===== src/hw/rtl/int_to_radix_symbols_core_defines.svh =====
// Assertion macros shared by the RTL of the radix symbol converter.
// Both macros sample on the rising edge of clock and are disabled while reset is high.
// Defining NO_ASSERTIONS turns every use into empty text.
`ifndef INT_TO_RADIX_SYMBOLS_CORE_DEFINES_SVH
`define INT_TO_RADIX_SYMBOLS_CORE_DEFINES_SVH

`ifndef NO_ASSERTIONS

// Same-cycle implication: whenever ante holds, cons holds too.
`define ITRS_ASSERT_IMPLY(label, ante, cons, msg) \
   label: assert property (@(posedge clock) disable iff (reset) (ante) |-> (cons)) \
      else $error(msg);

// Next-cycle implication: whenever ante holds, cons holds in the following cycle.
`define ITRS_ASSERT_NEXT(label, ante, cons, msg) \
   label: assert property (@(posedge clock) disable iff (reset) (ante) |=> (cons)) \
      else $error(msg);

`else

`define ITRS_ASSERT_IMPLY(label, ante, cons, msg)
`define ITRS_ASSERT_NEXT(label, ante, cons, msg)

`endif

`endif


===== src/hw/rtl/itrs_pkg.sv =====
`timescale 1ns / 1ps
`default_nettype none

package itrs_pkg;

   localparam int VALUE_W      = 32;
   localparam int SYM_W        = 8;
   localparam int LEN_W        = 5;
   localparam int NUM_SYMBOLS  = 16;
   localparam int SYM_IDX_W    = 4;
   localparam int SYMS_W       = NUM_SYMBOLS * SYM_W;
   localparam int DIGITS_MAX   = 32;
   localparam int DIGIT_IDX_W  = 5;
   localparam int CSR_IDX_W    = 2;
   localparam int CSR_DATA_W   = 64;
   localparam int MAX_RADIX_DEF = 16;

   localparam logic [SYM_W-1:0] MINUS_SYM = 8'h2D;
   localparam logic [SYM_W-1:0] PLUS_SYM  = 8'h2B;

   localparam logic [CSR_IDX_W-1:0] CSR_ALPHABET_LENGTH = 2'd0;
   localparam logic [CSR_IDX_W-1:0] CSR_SYMBOLS_LOW     = 2'd1;
   localparam logic [CSR_IDX_W-1:0] CSR_SYMBOLS_HIGH    = 2'd2;

   // Commands from the controller to the datapath.
   typedef struct packed {
      logic load;       // capture a new request
      logic mul;        // reciprocal multiply of the running quotient
      logic fix;        // remainder correction, store one digit
      logic step;       // move to the next stored digit
      logic show_sign;  // present the minus sign on the response
   } ctrl_cmd_type;

   // Status from the datapath to the controller.
   typedef struct packed {
      logic alpha_ok;    // configured alphabet is usable
      logic negative;    // captured value was negative
      logic quot_zero;   // quotient after this digit is zero
      logic last_digit;  // read pointer sits on the least significant digit
   } ctrl_status_type;

   // floor(2^32 / radix). The estimate (n * recip) >> 32 is the true quotient
   // or one below it, which a single remainder compare fixes.
   function automatic logic [VALUE_W-1:0] recip_of(input logic [LEN_W-1:0] radix);
      logic [VALUE_W-1:0] r;
      begin
         unique case (radix)
            5'd2:    r = 32'h8000_0000;
            5'd3:    r = 32'h5555_5555;
            5'd4:    r = 32'h4000_0000;
            5'd5:    r = 32'h3333_3333;
            5'd6:    r = 32'h2AAA_AAAA;
            5'd7:    r = 32'h2492_4924;
            5'd8:    r = 32'h2000_0000;
            5'd9:    r = 32'h1C71_C71C;
            5'd10:   r = 32'h1999_9999;
            5'd11:   r = 32'h1745_D174;
            5'd12:   r = 32'h1555_5555;
            5'd13:   r = 32'h13B1_3B13;
            5'd14:   r = 32'h1249_2492;
            5'd15:   r = 32'h1111_1111;
            5'd16:   r = 32'h1000_0000;
            default: r = '0;
         endcase
         return r;
      end
   endfunction

endpackage

`default_nettype wire


===== src/hw/rtl/itrs_alpha_check.sv =====
`timescale 1ns / 1ps
`default_nettype none

// Flags an alphabet that is too short, too long, holds a sign character
// or repeats a symbol among its used entries.
module itrs_alpha_check #(
   parameter int MAX_RADIX = itrs_pkg::MAX_RADIX_DEF
) (
   input  logic [itrs_pkg::LEN_W-1:0]  alphabet_length,
   input  logic [itrs_pkg::SYMS_W-1:0] symbols,
   output logic                        alpha_ok
);

   localparam int LEN_W = itrs_pkg::LEN_W;
   localparam int NSYM  = itrs_pkg::NUM_SYMBOLS;
   localparam int SYM_W = itrs_pkg::SYM_W;

   logic [NSYM-1:0] in_use;
   logic            len_ok;
   logic            has_sign;
   logic            has_dup;

   assign len_ok = (alphabet_length >= LEN_W'(2)) && (alphabet_length <= LEN_W'(MAX_RADIX));

   always_comb begin
      in_use   = '0;
      has_sign = 1'b0;
      has_dup  = 1'b0;
      for (int i = 0; i < NSYM; i++) begin
         in_use[i] = LEN_W'(i) < alphabet_length;
      end
      for (int i = 0; i < NSYM; i++) begin
         if (in_use[i] && ((symbols[i*SYM_W +: SYM_W] == itrs_pkg::PLUS_SYM) ||
                           (symbols[i*SYM_W +: SYM_W] == itrs_pkg::MINUS_SYM))) begin
            has_sign = 1'b1;
         end
         for (int j = i + 1; j < NSYM; j++) begin
            // A used entry j implies entry i is used as well.
            if (in_use[j] && (symbols[i*SYM_W +: SYM_W] == symbols[j*SYM_W +: SYM_W])) begin
               has_dup = 1'b1;
            end
         end
      end
   end

   assign alpha_ok = len_ok && !has_sign && !has_dup;

endmodule

`default_nettype wire


===== src/hw/rtl/itrs_ctrl.sv =====
`timescale 1ns / 1ps
`default_nettype none

// Sequencer: capture, divide loop (multiply then fix per digit), optional
// sign, then one character per accepted response.
module itrs_ctrl (
   input  logic                      clock,
   input  logic                      reset,
   input  logic                      req_valid,
   output logic                      req_ready,
   output logic                      rsp_valid,
   input  logic                      rsp_ready,
   input  itrs_pkg::ctrl_status_type status,
   output itrs_pkg::ctrl_cmd_type    cmd
);

   typedef enum logic [2:0] {
      ST_IDLE,
      ST_MUL,
      ST_FIX,
      ST_SIGN,
      ST_EMIT
   } state_type;

   state_type state_ff, state_in;
   logic      req_ready_ff;
   logic      rsp_valid_ff;

   always_comb begin
      cmd      = '0;
      state_in = state_ff;
      unique case (state_ff)
         ST_IDLE: begin
            if (req_valid && req_ready_ff) begin
               cmd.load = 1'b1;
               // A bad alphabet drops the request without any response.
               if (status.alpha_ok) begin
                  state_in = ST_MUL;
               end
            end
         end
         ST_MUL: begin
            cmd.mul  = 1'b1;
            state_in = ST_FIX;
         end
         ST_FIX: begin
            cmd.fix = 1'b1;
            if (status.quot_zero) begin
               state_in = status.negative ? ST_SIGN : ST_EMIT;
            end else begin
               state_in = ST_MUL;
            end
         end
         ST_SIGN: begin
            cmd.show_sign = 1'b1;
            if (rsp_ready) begin
               state_in = ST_EMIT;
            end
         end
         ST_EMIT: begin
            if (rsp_ready) begin
               cmd.step = 1'b1;
               if (status.last_digit) begin
                  state_in = ST_IDLE;
               end
            end
         end
         default: begin
            state_in = ST_IDLE;
         end
      endcase
   end

   always_ff @(posedge clock) begin
      if (reset) begin
         state_ff     <= ST_IDLE;
         req_ready_ff <= 1'b1;
         rsp_valid_ff <= 1'b0;
      end else begin
         state_ff     <= state_in;
         req_ready_ff <= (state_in == ST_IDLE);
         rsp_valid_ff <= (state_in == ST_SIGN) || (state_in == ST_EMIT);
      end
   end

   assign req_ready = req_ready_ff;
   assign rsp_valid = rsp_valid_ff;

endmodule

`default_nettype wire


===== src/hw/rtl/itrs_dpath.sv =====
`timescale 1ns / 1ps
`default_nettype none

// Magnitude, reciprocal divider step, digit store and character select.
module itrs_dpath #(
   parameter int MAX_RADIX = itrs_pkg::MAX_RADIX_DEF
) (
   input  logic                               clock,
   input  itrs_pkg::ctrl_cmd_type             cmd,
   output itrs_pkg::ctrl_status_type          status,
   input  logic signed [itrs_pkg::VALUE_W-1:0] value,
   input  logic [itrs_pkg::LEN_W-1:0]         alphabet_length,
   input  logic [itrs_pkg::SYMS_W-1:0]        symbols,
   output logic [itrs_pkg::SYM_W-1:0]         symbol,
   output logic                               final_symbol
);

   localparam int VALUE_W   = itrs_pkg::VALUE_W;
   localparam int SYM_W     = itrs_pkg::SYM_W;
   localparam int SYM_IDX_W = itrs_pkg::SYM_IDX_W;
   localparam int IDX_W     = itrs_pkg::DIGIT_IDX_W;
   localparam int DIGIT_W   = $clog2(MAX_RADIX);
   // The corrected remainder stays below twice the radix.
   localparam int REM_W     = DIGIT_W + 1;

   logic [VALUE_W-1:0]   raw;
   logic [VALUE_W-1:0]   value_mag;
   logic [VALUE_W-1:0]   mag_ff;
   logic                 neg_ff;
   logic [REM_W-1:0]     radix_ff;
   logic [VALUE_W-1:0]   recip_ff;
   logic [VALUE_W-1:0]   qest_ff;
   logic [DIGIT_W-1:0]   digits_ff [itrs_pkg::DIGITS_MAX];
   logic [IDX_W-1:0]     wr_idx_ff;
   logic [IDX_W-1:0]     rd_idx_ff;

   logic [2*VALUE_W-1:0] product;
   logic [2*REM_W-1:0]   qr_low;
   logic [REM_W-1:0]     rem;
   logic                 rem_ge;
   logic [REM_W-1:0]     digit_full;
   logic [VALUE_W-1:0]   q_next;
   logic [SYM_IDX_W-1:0] sym_idx;

   assign raw       = value;
   assign value_mag = raw[VALUE_W-1] ? (~raw + VALUE_W'(1)) : raw;

   assign product = mag_ff * recip_ff;

   // Only the low bits of n - q*r matter, since the true difference is
   // below twice the radix.
   assign qr_low     = qest_ff[REM_W-1:0] * radix_ff;
   assign rem        = mag_ff[REM_W-1:0] - qr_low[REM_W-1:0];
   assign rem_ge     = rem >= radix_ff;
   assign digit_full = rem_ge ? (rem - radix_ff) : rem;
   assign q_next     = rem_ge ? (qest_ff + VALUE_W'(1)) : qest_ff;

   always_ff @(posedge clock) begin
      if (cmd.load) begin
         mag_ff    <= value_mag;
         neg_ff    <= raw[VALUE_W-1];
         radix_ff  <= REM_W'(alphabet_length);
         recip_ff  <= itrs_pkg::recip_of(alphabet_length);
         wr_idx_ff <= '0;
      end
      if (cmd.mul) begin
         qest_ff <= product[2*VALUE_W-1:VALUE_W];
      end
      if (cmd.fix) begin
         digits_ff[wr_idx_ff] <= digit_full[DIGIT_W-1:0];
         rd_idx_ff            <= wr_idx_ff;
         wr_idx_ff            <= wr_idx_ff + IDX_W'(1);
         mag_ff               <= q_next;
      end
      if (cmd.step) begin
         rd_idx_ff <= rd_idx_ff - IDX_W'(1);
      end
   end

   itrs_alpha_check #(
      .MAX_RADIX(MAX_RADIX)
   ) u_alpha_check (
      .alphabet_length(alphabet_length),
      .symbols        (symbols),
      .alpha_ok       (status.alpha_ok)
   );

   assign status.negative   = neg_ff;
   assign status.quot_zero  = (q_next == '0);
   assign status.last_digit = (rd_idx_ff == '0);

   assign sym_idx      = SYM_IDX_W'(digits_ff[rd_idx_ff]);
   assign symbol       = cmd.show_sign ? itrs_pkg::MINUS_SYM : symbols[sym_idx*SYM_W +: SYM_W];
   assign final_symbol = !cmd.show_sign && status.last_digit;

endmodule

`default_nettype wire


===== src/hw/rtl/int_to_radix_symbols_core.sv =====
// Channel   Direction  Handshake              Payload
// req       in         req_valid / req_ready  req_value (signed 32)
// rsp       out        rsp_valid / rsp_ready  rsp_symbol (8), rsp_final_symbol (1)
// csr       in         csr_valid / csr_ready  csr_index (2), csr_data (64)
//
// A request is captured, then runs the divider loop for each digit (a 32x32 reciprocal
// multiply, then a remainder fix), then gives the minus sign if it is negative and the
// digits at one character per cycle while rsp_ready is high.
// Reset is synchronous and needs no clearing pass; configuration resets to zero.
// A stalled response holds its character; the next request is taken after the final one.
`timescale 1ns / 1ps
`default_nettype none
`include "int_to_radix_symbols_core_defines.svh"

module int_to_radix_symbols_core #(
   parameter int MAX_RADIX = itrs_pkg::MAX_RADIX_DEF
) (
   input  logic                                 clock,
   input  logic                                 reset,
   // Request channel.
   input  logic                                 req_valid,
   output logic                                 req_ready,
   input  logic signed [itrs_pkg::VALUE_W-1:0]  req_value,
   // Response channel.
   output logic                                 rsp_valid,
   input  logic                                 rsp_ready,
   output logic [itrs_pkg::SYM_W-1:0]           rsp_symbol,
   output logic                                 rsp_final_symbol,
   // Configuration write channel.
   input  logic                                 csr_valid,
   output logic                                 csr_ready,
   input  logic [itrs_pkg::CSR_IDX_W-1:0]       csr_index,
   input  logic [itrs_pkg::CSR_DATA_W-1:0]      csr_data
);

   localparam int LEN_W  = itrs_pkg::LEN_W;
   localparam int HALF_W = itrs_pkg::SYMS_W / 2;

   // Configuration registers. The alphabet is checked combinationally
   // whenever a request is captured, so a write takes effect at once.
   logic [LEN_W-1:0]  alphabet_length_ff;
   logic [HALF_W-1:0] symbols_low_ff;
   logic [HALF_W-1:0] symbols_high_ff;

   itrs_pkg::ctrl_cmd_type    cmd;
   itrs_pkg::ctrl_status_type status;

   // Writes are always accepted; an index past the register list is dropped.
   assign csr_ready = 1'b1;

   always_ff @(posedge clock) begin
      if (reset) begin
         alphabet_length_ff <= '0;
         symbols_low_ff     <= '0;
         symbols_high_ff    <= '0;
      end else if (csr_valid && csr_ready) begin
         unique case (csr_index)
            itrs_pkg::CSR_ALPHABET_LENGTH: begin
               alphabet_length_ff <= csr_data[LEN_W-1:0];
            end
            itrs_pkg::CSR_SYMBOLS_LOW: begin
               symbols_low_ff <= csr_data[HALF_W-1:0];
            end
            itrs_pkg::CSR_SYMBOLS_HIGH: begin
               symbols_high_ff <= csr_data[HALF_W-1:0];
            end
            default: begin
            end
         endcase
      end
   end

   // The controller sequences capture, the divider loop and the character
   // output; the datapath does the arithmetic and holds the digits.
   itrs_ctrl u_ctrl (
      .clock    (clock),
      .reset    (reset),
      .req_valid(req_valid),
      .req_ready(req_ready),
      .rsp_valid(rsp_valid),
      .rsp_ready(rsp_ready),
      .status   (status),
      .cmd      (cmd)
   );

   itrs_dpath #(
      .MAX_RADIX(MAX_RADIX)
   ) u_dpath (
      .clock          (clock),
      .cmd            (cmd),
      .status         (status),
      .value          (req_value),
      .alphabet_length(alphabet_length_ff),
      .symbols        ({symbols_high_ff, symbols_low_ff}),
      .symbol         (rsp_symbol),
      .final_symbol   (rsp_final_symbol)
   );

   // The block is either taking a request or delivering characters, never both.
   `ITRS_ASSERT_IMPLY(a_ready_excludes_valid, req_ready, !rsp_valid, "ready while response valid")

   // A request against a bad alphabet must leave no response behind.
   `ITRS_ASSERT_NEXT(a_bad_alpha_drops, req_valid && req_ready && !status.alpha_ok, req_ready && !rsp_valid, "bad alphabet produced a response")

   // The minus sign never closes a value's text.
   `ITRS_ASSERT_IMPLY(a_final_not_sign, rsp_valid && rsp_final_symbol, rsp_symbol != itrs_pkg::MINUS_SYM, "final character is the sign")

   // Once the final character is taken, the block is ready for a new request.
   `ITRS_ASSERT_NEXT(a_final_frees_input, rsp_valid && rsp_ready && rsp_final_symbol, req_ready, "not ready after final character")

endmodule

`default_nettype wire


===== config.mk =====
export PLATFORM = sky130hd
export DESIGN_NAME = int_to_radix_symbols_core
export DESIGN_NICKNAME = d
export VERILOG_FILES = /design/src/hw/rtl/itrs_pkg.sv /design/src/hw/rtl/itrs_alpha_check.sv /design/src/hw/rtl/itrs_ctrl.sv /design/src/hw/rtl/itrs_dpath.sv /design/src/hw/rtl/int_to_radix_symbols_core.sv
export VERILOG_INCLUDE_DIRS = /design/src /design/src/hw/rtl
export SDC_FILE = /design/constraint.sdc
export NUM_CORES = 2
export LEC_CHECK = 0
export ABC_AREA = 0
export BUFFER_PORTS_ARGS = -buffer_cell sky130_fd_sc_hd__clkbuf_2
export CAP_MARGIN = 30
export CORE_UTILIZATION = 35
export CTS_CLUSTER_DIAMETER = 50
export DETAILED_ROUTE_END_ITERATION = 6
export GPL_TIMING_DRIVEN = 0
export HOLD_SLACK_MARGIN = 0.06
export PLACE_DENSITY = 0.58
export SLEW_MARGIN = 0
export SYNTH_ARGS = -nofsm -noshare
export SYNTH_HDL_FRONTEND = slang
export SYNTH_SLANG_ARGS = --single-unit

===== constraint.sdc =====
create_clock -name clock -period 19.4 [get_ports clock]
set_input_delay 1.94 -clock clock [delete_from_list [all_inputs] [get_ports clock]]
set_output_delay 1.94 -clock clock [all_outputs]
set_load 0.005 [all_outputs]

==> flow_summary.yaml <==
synthesis:
  avgSynthCellArea_sq_um: 9.19
  yosysWarnings: 0
  synthCells: 6582
  ys_seq_elements: 373
  syn_nets: 7867
  netlist_top_cells_area: "fa_1 30%, edfxtp_1 11%, xnor2_1 8.9%"
  ys_types: 79
  synth_ff_type: "edfxtp_1"
  synth-edff-count: 230
  yosys.area.top_type: "fa_1"
  synth_top_area_share: 0.298
  async_flop_share: 0
  syn_area_sq_um: 60500
  ys_seq_area_frac: 0.162
worst_setup_path:
  arrival_ps: 10300
  crit_path_max_fanout: 10
  path_class: "flop to flop"
  crit_required_ps: 19780
  cp_slowest_cell: "edfxtp_1"
  endpoint_kind: "flop"
  crit_top_cell: "fa_1"
  start_kind: "flop"
  rr_worst_depth: 28
  critPathMaxStageDelay_ps: 810
cts:
  holdBufCountCts: 0
  cts_tree: "yes"
  clk_pin_slew_worst_paths_ps: 60
  cts_sinks: 373
  cts_inserted_buffers: 53
  cts_max_path_buffers: 3
  postCtsSetupBuffers: 0
  ctsHtreeMaxLevel: 2
  clock_latency_ps: 660
  cts_resized: 0
  clockRootBuffer: "clkbuf_16"
cells_and_area:
  fillers: 17300
  fin_nets: 8176
  final_layout_size_suffix_gt1_frac: 0.0686
  final_cell_mix: "1015 x inv_1, 899 x fa_1, 848 x nand2_1"
  fin_area_sq_um: 67900
  final_common_cell: "inv_1"
  syn_to_final_growth_pct: 12.2
timing:
  finalCritPeriodShare: 0.511
  hold_viol_final: 0
  skew_ps: 26.8
  fin_crit_ps: 9920
  fin_tns_setup_ps: 0
  max_slew_margin: 0.213
  worstMarginPinSlew_ps: 1180
  drv_slew: 0
  setup_viol: 0
  holdWs_ps: 477
  rsz0062_at_grt: "no"
  fmax_mhz: 101
detailed_routing:
  avgViaCountPerCell: 5.57
  wirelength_um: 281000
  dr.pass1.iters: 6
  vias: 51700
  drc: 0
  drtAntennaViolNets: 0
  drtIter0Drc: 5602
  wl_per_cell_um: 30.3
die:
  die_h_um: 418
  io_pins: 115
  core_sq_um: 172000
  rows: 152
  dieArea_sq_um: 174000
  die-width_um: 418
  start_util: 0.353
global_route:
  grt_pass1_wl_um: 391000
  grtUsageTotal: 0.319
  grt_max_degree: 33
  grt_pass1_vias: 52500
  grt_overflow: 0
  antenna_found_initial: 30
worst_hold_path:
  hp-class: "flop to flop"
  min_path_cells: 0
run_status:
  status: "finished, final reports clean"
run:
  maxCapViolCount: 0
place:
  gp_congestion: 1.06
  placed_cell_area_sq_um: 65800
  portBuffers: 113
  dp_hpwl_um: 226000
## critical path, delay by kind of cell (launching register included)
| family | cells | cell delay [ps] |
|---|---|---|
| adder cells (fa/ha/maj) | 9 | 4460 |
| AO/OA/AOI/OAI | 9 | 2450 |
| buffers and inverters | 8 | 1570 |
| flip-flops | 1 | 810 |
| AND/OR/NAND/NOR | 1 | 190 |
| XOR/XNOR | 1 | 180 |
## synth_stat cells, drive strengths merged, types with 5 or more instances
cell type / n
inv: 1015
fa: 899
nand2: 849
xnor2: 613
xor2: 488
clkbuf: 356
ha: 283
a21oi: 264
and2: 255
edfxtp: 230
nand4: 170
buf: 150
dfxtp: 143
nor2: 141
nor4: 127
o21ai: 72
mux2i: 69
nor3: 63
nand3: 45
mux4: 41
a22oi: 29
a21o: 24
a31oi: 23
nor2b: 22
nand2b: 17
o211ai: 17
a211oi: 14
nor4b: 14
and3: 13
o22ai: 13
o31ai: 13
o21bai: 12
or3: 12
or4: 7
a2111oi: 6
a41oi: 6
and4: 5
nand3b: 5
or2: 5
## metrics by stage
step / util / setup WS (ps) / std cells
final: 0.396 / 9480 / 9266
after global routing: 0.395 / 9130 / 9254
after CTS: 0.394 / 9670 / 9227
after detailed placement: 0.384 / 9680 / 9129
after global placement: 0.373 / 9260 / 9005
after floorplan: - / 11930 / 6582
## state kept, by name, indices dropped and copies added (netlist names), named ones only
| name | cells |
|---|---|
| alphabet_length_ff | 5 |
| symbols_high_ff | 64 |
| symbols_low_ff | 64 |
| u_ctrl.req_ready | 1 |
| u_ctrl.rsp_valid | 1 |
| u_ctrl.state_ff | 3 |
| u_dpath.digits_ff | 128 |
| u_dpath.mag_ff | 32 |
| u_dpath.neg_ff | 1 |
| u_dpath.qest_ff | 32 |
| u_dpath.radix_ff | 5 |
| u_dpath.rd_idx_ff | 5 |
| u_dpath.recip_ff | 22 |
| u_dpath.wr_idx_ff | 5 |
## worst paths after layout
| kind | startpoint | to | slack (ps) |
|---|---|---|---|
| max | u_dpath.recip_ff[17]$_SDFFCE_PP0P_ | u_dpath.qest_ff[25]$_DFFE_PP_ | 9480 |
| min | alphabet_length_ff[2]$_SDFFE_PP0P_ | u_dpath.radix_ff[2]$_DFFE_PP_ | 480 |
| max reg2reg | u_dpath.recip_ff[17]$_SDFFCE_PP0P_ | u_dpath.qest_ff[25]$_DFFE_PP_ | 9480 |
| min reg2reg | alphabet_length_ff[2]$_SDFFE_PP0P_ | u_dpath.radix_ff[2]$_DFFE_PP_ | 480 |
## final cells by class
cell class	instances	area, sq um	share of cell area
multi-input cells	4687	44600	0.658
plain buffers	506	2300	0.0339
clock inverters	32	354	0.00522
flip-flops and latches	373	9770	0.144
inverters	1016	3810	0.0562
clock buffers	66	1430	0.0210
diodes	22	55.1	0.000811
repair buffers	254	2640	0.0388
well taps	2310	2890	0.0426
## per-layer routing
layer	part of all wire	vias to the layer above	global-route usage
met1	0.36	25900	0.375
li1	-	21300	-
met3	0.10	1201	0.0734
met2	0.43	3298	0.487
met5	0.00010	-	0
met4	0.11	4	0.289
## cell families (layout without fill, tap and decap cells)
logic type / after synthesis / count (layout) / synth area share
flip-flops: 373 / 373 / 0.162
other: 1 / 23 / 0.0000620
adder cells (fa/ha/maj): 1182 / 1182 / 0.356
multiplexers: 114 / 114 / 0.0291
buffers and inverters: 1522 / 1874 / 0.101
XOR/XNOR: 1101 / 1101 / 0.159
AND/OR/NAND/NOR: 1764 / 1764 / 0.141
AO/OA/AOI/OAI: 525 / 525 / 0.0517
Power is left out: the tool's default activity adds up to more than one toggle a clock period on the data nets, which glitch-free logic cannot reach.
